<file path="src/sv/srat_pkg.sv">
// Shared types and codes for the segment range address translator.
// No dependencies; the top level, srat_cmp and the bench import this package.
package srat_pkg;

	localparam int ADDR_W = 64;

	// Operation codes; the high op bit selects translate.
	localparam logic [1:0] OP_CLEAR = 2'd0;
	localparam logic [1:0] OP_ADD   = 2'd1;

	// Result status codes.
	localparam logic [2:0] STAT_TRANSLATED = 3'd0;
	localparam logic [2:0] STAT_PASSED     = 3'd1;
	localparam logic [2:0] STAT_UNMAPPED   = 3'd2;
	localparam logic [2:0] STAT_STORED     = 3'd3;
	localparam logic [2:0] STAT_FULL       = 3'd4;
	localparam logic [2:0] STAT_CLEARED    = 3'd5;

	typedef struct packed {
		logic [1:0]        op;
		logic [ADDR_W-1:0] virt_addr;
		logic [ADDR_W-1:0] phys_base;
		logic [ADDR_W-1:0] seg_size;
	} srat_in_t;

	typedef struct packed {
		logic [ADDR_W-1:0] phys_addr;
		logic [2:0]        status;
	} srat_out_t;

	// One stored segment as held in the table RAM.
	typedef struct packed {
		logic [ADDR_W-1:0] virt_base;
		logic [ADDR_W-1:0] phys_base;
		logic [ADDR_W-1:0] length;
	} srat_seg_t;

	// Outcome of one range compare against the current best match.
	typedef struct packed {
		logic              hit;
		logic              take;
		logic [ADDR_W-1:0] offset;
	} srat_cmp_t;

endpackage

</file>
<file path="src/sv/segment_range_address_translator_unit.sv">
// Top level of the segment range address translator.
// Depends on srat_pkg, srat_ram and srat_cmp.
//
// Command-style segment table translator. Pulse start with a command beat on
// cmd while busy is low; the beat is taken at that edge. Every command gives
// exactly one result beat: done is high for one cycle with the beat on
// result, and the receiver cannot stall it, so sample it then. Clear and add
// answer at the edge after the command and never raise busy, so they may be
// issued every cycle. A translate with the table disabled (translate_enable
// low) or with no segment holding a nonzero physical base passes the address
// through, also answering at the next edge. Any other translate scans the
// stored segments one per cycle through the single read port of the table
// RAM and one shared range comparator: busy stays high through the scan
// and the final state, and done follows as busy falls. The lowest matching
// virtual base wins (earlier entry on a tie); the result is addr - base +
// phys mod 2^64, added in the final state. translate_enable is written through
// cfg_wr_en / cfg_wr_data and should change only while the block is idle.
// Reset clears the segment count; the table RAM itself needs no clearing.
module segment_range_address_translator_unit #(
	parameter int MAX_SEGMENTS = 8
) (
	input  logic                clk,
	input  logic                arst_n,
	input  logic                cfg_wr_en,
	input  logic                cfg_wr_data,
	input  logic                start,
	input  srat_pkg::srat_in_t  cmd,
	output logic                busy,
	output logic                done,
	output srat_pkg::srat_out_t result
);
	import srat_pkg::*;

	localparam int IDX_W = (MAX_SEGMENTS > 1) ? $clog2(MAX_SEGMENTS) : 1;
	localparam int CNT_W = $clog2(MAX_SEGMENTS + 1);
	localparam int SEG_W = $bits(srat_seg_t);

	localparam logic [1:0] ST_IDLE = 2'd0;
	localparam logic [1:0] ST_SCAN = 2'd1;
	localparam logic [1:0] ST_FIN  = 2'd2;

	// control state
	logic [1:0]       state_q;
	logic             enable_q;
	logic [CNT_W-1:0] count_q;
	logic             any_nz_q;
	logic [CNT_W-1:0] scan_q;
	logic             rdv_q;
	logic             found_q;
	logic             done_q;

	// payload state
	logic [ADDR_W-1:0] addr_q;
	logic [ADDR_W-1:0] best_base_q;
	logic [ADDR_W-1:0] best_off_q;
	logic [ADDR_W-1:0] best_phys_q;
	srat_out_t         result_q;

	logic       accept;
	logic       table_full;
	logic       wr_en;
	srat_seg_t  wr_seg;
	srat_seg_t  rd_seg;
	srat_cmp_t  cmp_res;
	logic       take;
	logic       res_load;
	srat_out_t  res_next;

	assign busy       = (state_q != ST_IDLE);
	assign accept     = start && !busy;
	assign table_full = (count_q >= CNT_W'(MAX_SEGMENTS));

	// Append a segment at the current fill count.
	assign wr_en  = accept && (cmd.op == OP_ADD) && !table_full;
	assign wr_seg = '{virt_base: cmd.virt_addr, phys_base: cmd.phys_base,
		length: cmd.seg_size};

	srat_ram #(
		.WIDTH (SEG_W),
		.DEPTH (MAX_SEGMENTS)
	) u_table (
		.clk     (clk),
		.wr_en   (wr_en),
		.wr_addr (count_q[IDX_W-1:0]),
		.wr_data (wr_seg),
		.rd_addr (scan_q[IDX_W-1:0]),
		.rd_data (rd_seg)
	);

	// Compare the entry read last cycle against the held address.
	srat_cmp u_cmp (
		.addr      (addr_q),
		.seg       (rd_seg),
		.best_base (best_base_q),
		.found     (found_q),
		.res       (cmp_res)
	);

	assign take = (state_q == ST_SCAN) && rdv_q && cmp_res.take;

	// Build the next result beat: immediate answers at accept, scan
	// answers at the final state.
	always_comb begin
		res_load = 1'b0;
		res_next = '0;
		priority if (accept) begin
			res_load = 1'b1;
			priority if (cmd.op == OP_CLEAR) begin
				res_next.status = STAT_CLEARED;
			end else if (cmd.op == OP_ADD) begin
				res_next.status = table_full ? STAT_FULL : STAT_STORED;
			end else if (!enable_q || !any_nz_q) begin
				res_next.phys_addr = cmd.virt_addr;
				res_next.status    = STAT_PASSED;
			end else begin
				// scan starts; no beat yet
				res_load = 1'b0;
			end
		end else if (state_q == ST_FIN) begin
			res_load = 1'b1;
			if (found_q) begin
				res_next.phys_addr = best_off_q + best_phys_q;
				res_next.status    = STAT_TRANSLATED;
			end else begin
				res_next.status = STAT_UNMAPPED;
			end
		end
	end

	always_ff @(posedge clk or negedge arst_n) begin
		if (!arst_n) begin
			state_q  <= ST_IDLE;
			enable_q <= 1'b1;
			count_q  <= '0;
			any_nz_q <= 1'b0;
			scan_q   <= '0;
			rdv_q    <= 1'b0;
			found_q  <= 1'b0;
			done_q   <= 1'b0;
		end else begin
			done_q <= res_load;
			if (cfg_wr_en) begin
				enable_q <= cfg_wr_data;
			end
			unique case (state_q)
				ST_IDLE: begin
					if (accept) begin
						priority if (cmd.op == OP_CLEAR) begin
							count_q  <= '0;
							any_nz_q <= 1'b0;
						end else if (cmd.op == OP_ADD) begin
							if (!table_full) begin
								count_q <= count_q + CNT_W'(1);
								if (cmd.phys_base != '0) begin
									any_nz_q <= 1'b1;
								end
							end
						end else if (enable_q && any_nz_q) begin
							state_q <= ST_SCAN;
							scan_q  <= '0;
							rdv_q   <= 1'b0;
							found_q <= 1'b0;
						end
					end
				end
				ST_SCAN: begin
					// advance the read pointer until every entry is issued,
					// then let the last read drain through the comparator
					if (scan_q < count_q) begin
						scan_q <= scan_q + CNT_W'(1);
						rdv_q  <= 1'b1;
					end else begin
						rdv_q   <= 1'b0;
						state_q <= ST_FIN;
					end
					if (take) begin
						found_q <= 1'b1;
					end
				end
				ST_FIN: begin
					state_q <= ST_IDLE;
				end
				default: begin
					state_q <= ST_IDLE;
				end
			endcase
		end
	end

	// Payload registers: hold the address, the best match so far and the result beat.
	always_ff @(posedge clk) begin
		if (accept) begin
			addr_q <= cmd.virt_addr;
		end
		if (take) begin
			best_base_q <= rd_seg.virt_base;
			best_off_q  <= cmp_res.offset;
			best_phys_q <= rd_seg.phys_base;
		end
		if (res_load) begin
			result_q <= res_next;
		end
	end

	assign done   = done_q;
	assign result = result_q;

endmodule

</file>
<file path="src/sv/srat_ram.sv">
// Generic single-port-write, single-port-read RAM with registered read data.
// No dependencies.
module srat_ram #(
	parameter int WIDTH = 8,
	parameter int DEPTH = 8
) (
	input  logic                                    clk,
	input  logic                                    wr_en,
	input  logic [(DEPTH > 1 ? $clog2(DEPTH) : 1)-1:0] wr_addr,
	input  logic [WIDTH-1:0]                        wr_data,
	input  logic [(DEPTH > 1 ? $clog2(DEPTH) : 1)-1:0] rd_addr,
	output logic [WIDTH-1:0]                        rd_data
);

	logic [WIDTH-1:0] mem_q [DEPTH];

	always_ff @(posedge clk) begin
		if (wr_en) begin
			mem_q[wr_addr] <= wr_data;
		end
		rd_data <= mem_q[rd_addr];
	end

endmodule

</file>
<file path="src/sv/srat_cmp.sv">
// Range comparator for one stored segment against the address being translated.
// Depends on srat_pkg.
module srat_cmp (
	input  logic [srat_pkg::ADDR_W-1:0] addr,
	input  srat_pkg::srat_seg_t         seg,
	input  logic [srat_pkg::ADDR_W-1:0] best_base,
	input  logic                        found,
	output srat_pkg::srat_cmp_t         res
);
	import srat_pkg::*;

	logic [ADDR_W:0] diff;
	logic            no_borrow;

	assign diff      = {1'b0, addr} - {1'b0, seg.virt_base};
	assign no_borrow = ~diff[ADDR_W];

	always_comb begin
		// zero length matches the exact base only
		if (seg.length == '0) begin
			res.hit = (addr == seg.virt_base);
		end else begin
			res.hit = no_borrow && (diff[ADDR_W-1:0] < seg.length);
		end
		// strict compare keeps the earlier entry on equal bases
		res.take   = res.hit && (!found || (seg.virt_base < best_base));
		res.offset = diff[ADDR_W-1:0];
	end

endmodule

</file>
<file path="config.mk">
export PLATFORM = sky130hd
export DESIGN_NAME = segment_range_address_translator_unit
export DESIGN_NICKNAME = d
export VERILOG_FILES = /design/src/sv/srat_pkg.sv /design/src/sv/segment_range_address_translator_unit.sv /design/src/sv/srat_ram.sv /design/src/sv/srat_cmp.sv
export SDC_FILE = /design/constraint.sdc
export NUM_CORES = 2
export LEC_CHECK = 0
export ABC_AREA = 0
export BUFFER_PORTS_ARGS = -buffer_cell sky130_fd_sc_hd__buf_2
export CAP_MARGIN = 15
export CELL_PAD_IN_SITES_DETAIL_PLACEMENT = 1
export CELL_PAD_IN_SITES_GLOBAL_PLACEMENT = 1
export CORE_MARGIN = 4
export CORE_UTILIZATION = 58
export CTS_CLUSTER_SIZE = 20
export DETAILED_ROUTE_END_ITERATION = 8
export PLACE_DENSITY_LB_ADDON = 0.1
export SETUP_SLACK_MARGIN = 0.15
export SLEW_MARGIN = 10
export SYNTH_ARGS = -nofsm -noshare
export SYNTH_HDL_FRONTEND = slang
export SYNTH_HIERARCHICAL = 1
export SYNTH_SLANG_ARGS = --single-unit
</file>
<file path="constraint.sdc">
create_clock -name clk -period 36.3 [get_ports clk]
set_input_delay 1.815 -clock clk [delete_from_list [all_inputs] [get_ports clk]]
set_output_delay 1.815 -clock clk [all_outputs]
set_load 0.03 [all_outputs]
</file>
### Word level (Yosys, flattened, before mapping)

Memory sizes are Yosys's and may differ from the RTL's. A register that Yosys moved wholly into a read port is not among the register bits.
Index checks and enable logic that the tools add are counted.
W data, S select, Z words.

| storage, ports and cells | value |
|---|---|
| register bits | 338 |
| memory bits (writable) | 1536 |
| input bits | 199 |
| output and inout port bits | 69 |
| word-level logic and storage cells | 110 |
| memories | 1 |

Memory list:

| name | words | bits a word | read ports | clocked after memory_dff | wr ports | RTL line | text |
|---|---|---|---|---|---|---|---|
| u_table.mem_q | 8 | 192 | 1 | 1 | 1 | srat_ram.sv:15 | `logic [WIDTH-1:0] mem_q [DEPTH];` |

| cells by class | value |
|---|---|
| add/sub/neg operators | 4 |
| $lt $le $gt $ge | 4 |
| equality and inequality tests | 12 |
| multiplexer cells | 45 |
| bitwise operators | 1 |
| reductions and logical operators | 29 |

Operators with widths:

| cell | number |
|---|---|
| $mux W67 | 3 |
| $mux W64 | 3 |
| $lt A64 B64 Y1 | 2 |
| $sub A64 B64 Y65 | 1 |
| $add A64 B64 Y64 | 1 |
| $eq A64 B64 Y1 | 1 |
| $logic_not A64 Y1 | 1 |
| $reduce_bool A64 Y1 | 1 |
| $mux W4 | 8 |
| $mux W1 | 18 |
| $reduce_and A5 Y1 | 3 |
| $mux W2 | 6 |
| $ne A2 B2 Y1 const B | 6 |
| $reduce_and A6 Y1 | 2 |
| $mux W3 | 3 |
| $add A4 B1 Y4 const B | 2 |
| $logic_and A1 B1 Y1 | 8 |
| $pmux W4 S2 | 1 |
| $reduce_bool A2 Y1 | 4 |
| $logic_not A1 Y1 | 5 |
| $eq A2 B1 Y1 const B | 2 |
| $ge A4 B4 Y1 const B | 1 |
| $logic_not A2 Y1 | 2 |
| $lt A4 B4 Y1 | 1 |
| 7 further kinds | 10 |

### Logic depth before layout (Yosys ltp)

| depth | value |
|---|---|
| depth in word-level cells | 8 |
| depth in mapped cells | 26 |
| mapped depth without buffers | 26 |

### Modules after synthesis

Netlist, hierarchy kept.

By module, submodules not included:

| module | instances | cells each | area each (um2) | seq. area each (um2) |
|---|---|---|---|---|
| srat_ram | 1 | 2424 | 62481.2 | 49967.9 |
| segment_range_address_translator_unit | 1 | 1142 | 15163.3 | 10075.9 |
| srat_cmp | 1 | 1130 | 7587.3 | 0.0 |

### Least setup slack after synthesis

Ideal clock, no wire load.

| timing | value |
|---|---|
| kind | in2reg |
| from | in start |
| to | mem u_table/mem_q[0][0] in the netlist's numbering, enable pin |
| setup time | 979 ps |
| data arrival time | 15473 ps |
| data required time | 35321 ps |
| slack | 19847 ps |
| cell stages on the path | 5 |
| path buffers | 0 |
| cell sequence | nand2b_1 nor3_1 and3_1 nand2b_1 nor3_1 |

| between the ends | value |
|---|---|
| word-level cells in the longest chain between the ends | 5 |

Ends and longest elaborated chain:

| element | RTL line | text |
|---|---|---|
| start: declaration | segment_range_address_translator_unit.sv:26 | `input logic start,` |
| $logic_and A1 B1 Y1 | segment_range_address_translator_unit.sv:70 | `assign accept = start && !busy;` |
| $logic_and A1 B1 Y1 (2 in a row) | segment_range_address_translator_unit.sv:74 | `assign wr_en = accept && (cmd.op == OP_ADD) && !table_full;` |
| net wr_en | segment_range_address_translator_unit.sv:61 | `logic wr_en;` |
| $mux W1 | srat_ram.sv:18 | `if (wr_en) begin` |
| $mux W1 (not written as such) | srat_ram.sv:19 | `mem_q[wr_addr] <= wr_data;` |
| end: declaration | srat_ram.sv:15 |  |

The timed path passes the listed nets, and every way through them passes these cells.

==> summary.md <==
| Metric | Value |
|---|---|
| Status | `completed` |
| Rel. slew slack | `0.235` |
| Post-Syn Area | `85200 sq um` |
| Design area | `95300 sq um` |
| Placeable Area | `146000 sq um` |
| Peak VDD IR | `59.1 uV` |
| Met3 Use GR | `0.0513` |
| HP Class | `flip-flop to flip-flop` |
| Vias/cell | `6.39` |
| Fmax | `139 MHz` |
| Synthesis Warnings | `6` |
| First-pass GRT wire length | `328000 um` |
| CP Launch Type | `flip-flop` |
| Syn Inst Count | `4695` |
| Layout area overhead | `11.8%` |
| Die ar. | `153000 sq um` |
| Max-slew violation count | `0` |
| Worst Tran Pin Value | `1.15 ns` |
| Root Buffer Master | `clkbuf_16` |
| CTS tree | `done` |
| Routability cong. | `0.943` |
| Reg2reg path depth | `22` |
| Cell row count | `140` |
| Syn avg cell area | `18.2 sq um` |
| Post-route setup slack | `29.10 ns` |
| Total Routing Usage GR | `0.295` |
| Setup TNS | `0 ns` |
| Die height | `391 um` |
| Routed WL | `223000 um` |
| Input/output buffers | `267` |
| Internal power | `5.09 mW` |
| Filler Cells Inserted | `12200` |
| Crit Path Category | `flip-flop to flip-flop` |
| CP arrival | `7.65 ns` |
| RSZ-0062 raised after global routing | `no` |
| Placed Area | `88500 sq um` |
| Via count | `45700` |
| Max Cap Viol | `0` |
| Post-DR wirelength/cell | `31.2 um` |
| Lkg Pwr | `33.7 nW` |
| Drt drc | `0` |
| Clock transition at path regs | `0.06 ns` |
| Final hold viol count | `0` |
| CTS resizes | `0` |
| DRT Pass-1 Iters | `6` |
| Pre-CTS setup slack | `29.26 ns` |
| I/O pin total | `268` |
| Worst R2R End | `best_phys_q[9]` |
| Final setup viols | `0` |
| Met2 Use GR | `0.473` |
| Cts hold-fix bufs | `0` |
| P per Cell Area | `79.6 nW/um^2` |
| Sw Pwr | `2.49 mW` |
| Crit path capture type | `flip-flop` |
| FF-to-FF Start | `u_table/rd_data[154]` |
| Gr busiest metal | `met2` |
| Layout cells sized above 1 | `0.194` |
| Final Critical Period | `7.20 ns` |
| Vias in the first global route | `48100` |
| Clk buf depth | `3` |
| H-Tree Depth | `4` |
| Initial antenna violation count | `54` |
| Mapped Nets | `5155` |
| Die Wd | `391 um` |
| Worst-path maximum fanout | `56` |
| Worst EP required | `36.76 ns` |
| Clock power share | `0.279` |
| Flop pwr share | `0.411` |
| Grt total ovfl | `0` |
| Skew final | `0.0421 ns` |
| Starting density of the core | `0.584` |
| First DRT Iteration DRCs | `4605` |
| Reg2Reg Setup Slack | `29.10 ns` |
| Final HPWL DP | `144000 um` |
| # nets final | `5503` |
| Fin crit share | `0.198` |
| CP endpoint | `best_phys_q[9]` |
| Clock Latency Late Sink | `0.83 ns` |
| CTS buffer count | `200` |
| Crit path launch | `u_table/rd_data[154]` |
| Met1 Use GR | `0.429` |
| Largest net degree at the start of global routing | `117` |
| Post-CTS setup buffers | `0` |
| Net Sw Frac | `0.328` |
| Logic gate share of total power | `0.310` |
| ANT nets after route | `0` |
| Clock sink total | `2066` |
critical path, stage by stage (launching register included):
cell	delay [ns]
dfxtp_1	0.36
inv_1	0.05
ha_1	0.43
nand4_1	0.21
nor4_2	0.46
nand4_1	0.14
o21ai_0	0.47
o21bai_1	0.29
a211o_1	0.35
a211oi_2	0.28
o21ai_0	0.13
a211oi_1	0.49
ha_1	0.35
nand4_1	0.10
nor2_1	0.07
nand3_1	0.09
o211ai_1	0.09
a211oi_1	0.30
nand3_2	0.10
a21oi_1	0.22
and3_4	0.46
buf_4	0.66
buf_4	0.61
worst min-delay path by stage:
stage	to	slack, ns	depth (start not counted)	from
6_report	best_phys_q[25]	0.40	0	u_table/rd_data[89]
5_1_grt	best_phys_q[32]	0.41	0	u_table/rd_data[96]
4_1_cts	best_phys_q[25]	0.40	0	u_table/rd_data[89]
3_5_place_dp	best_phys_q[15]	0.39	0	u_table/rd_data[79]
3_3_place_gp	best_phys_q[37]	0.39	0	u_table/rd_data[101]
2_1_floorplan	best_phys_q[0]	0.39	0	u_table/rd_data[64]
registers in the layout, indices dropped and copies added, names as in the netlist:
name / cells
best_base_q: 64
best_off_q: 64
any_nz_q: 1
u_table/rd_data: 192
state_q: 2
best_phys_q: 64
enable_q: 1
scan_q: 4
done: 1
addr_q: 64
rdv_q: 1
u_table/mem_q: 1536
result: 67
found_q: 1
count_q: 4
per-layer routing:
layer	routed length, um	vias up
met5	159	-
met4	5130	24
met3	14900	302
met2	109000	1762
met1	94600	24000
li1	-	19600
final cells by class:
class / instances / area, sq um / share of cell area
Antenna cell: 19 / 47.5 / 0.000499
Clock buffer: 279 / 5630 / 0.0590
Clock inverter: 94 / 1110 / 0.0117
Inverter: 236 / 886 / 0.00929
Multi-Input combinational cell: 2216 / 23400 / 0.245
Sequential cell: 2066 / 60100 / 0.630
Tap cell: 1917 / 2400 / 0.0252
Timing Repair Buffer: 323 / 1830 / 0.0192
power groups by stage:
stage	registers, mW	logic (mW)	clock network [mW]
6_report	3.11	2.35	2.12
3_3_place_gp	3.14	2.24	0
5_1_grt	3.13	2.52	2.26
2_1_floorplan	3.12	1.57	0
3_5_place_dp	3.16	2.29	0
4_1_cts	3.12	2.33	2.15
cell usage in the layout (no fill, tap or decap), types with 192 or more instances in the layout:
cell type and n:
edfxtp_1 1859, buf_2 267, ha_1 259, mux4_1 243
inv_1 236, a21oi_1 204, clkbuf_16 204, nand2_1 203
mux2_2 195, dfxtp_1 192
per-stage QoR:
stage,hold WS (ns),instances,util,total power [mW]
6_report,0.399,7150,0.653,7.58
5_1_grt,0.415,7136,0.653,7.92
4_1_cts,0.403,7131,0.653,7.60
3_5_place_dp,0.391,6758,0.607,5.45
3_3_place_gp,0.387,6758,0.607,5.38
2_1_floorplan,0.386,4695,-,4.69
(Power assumes the default switching activity.)
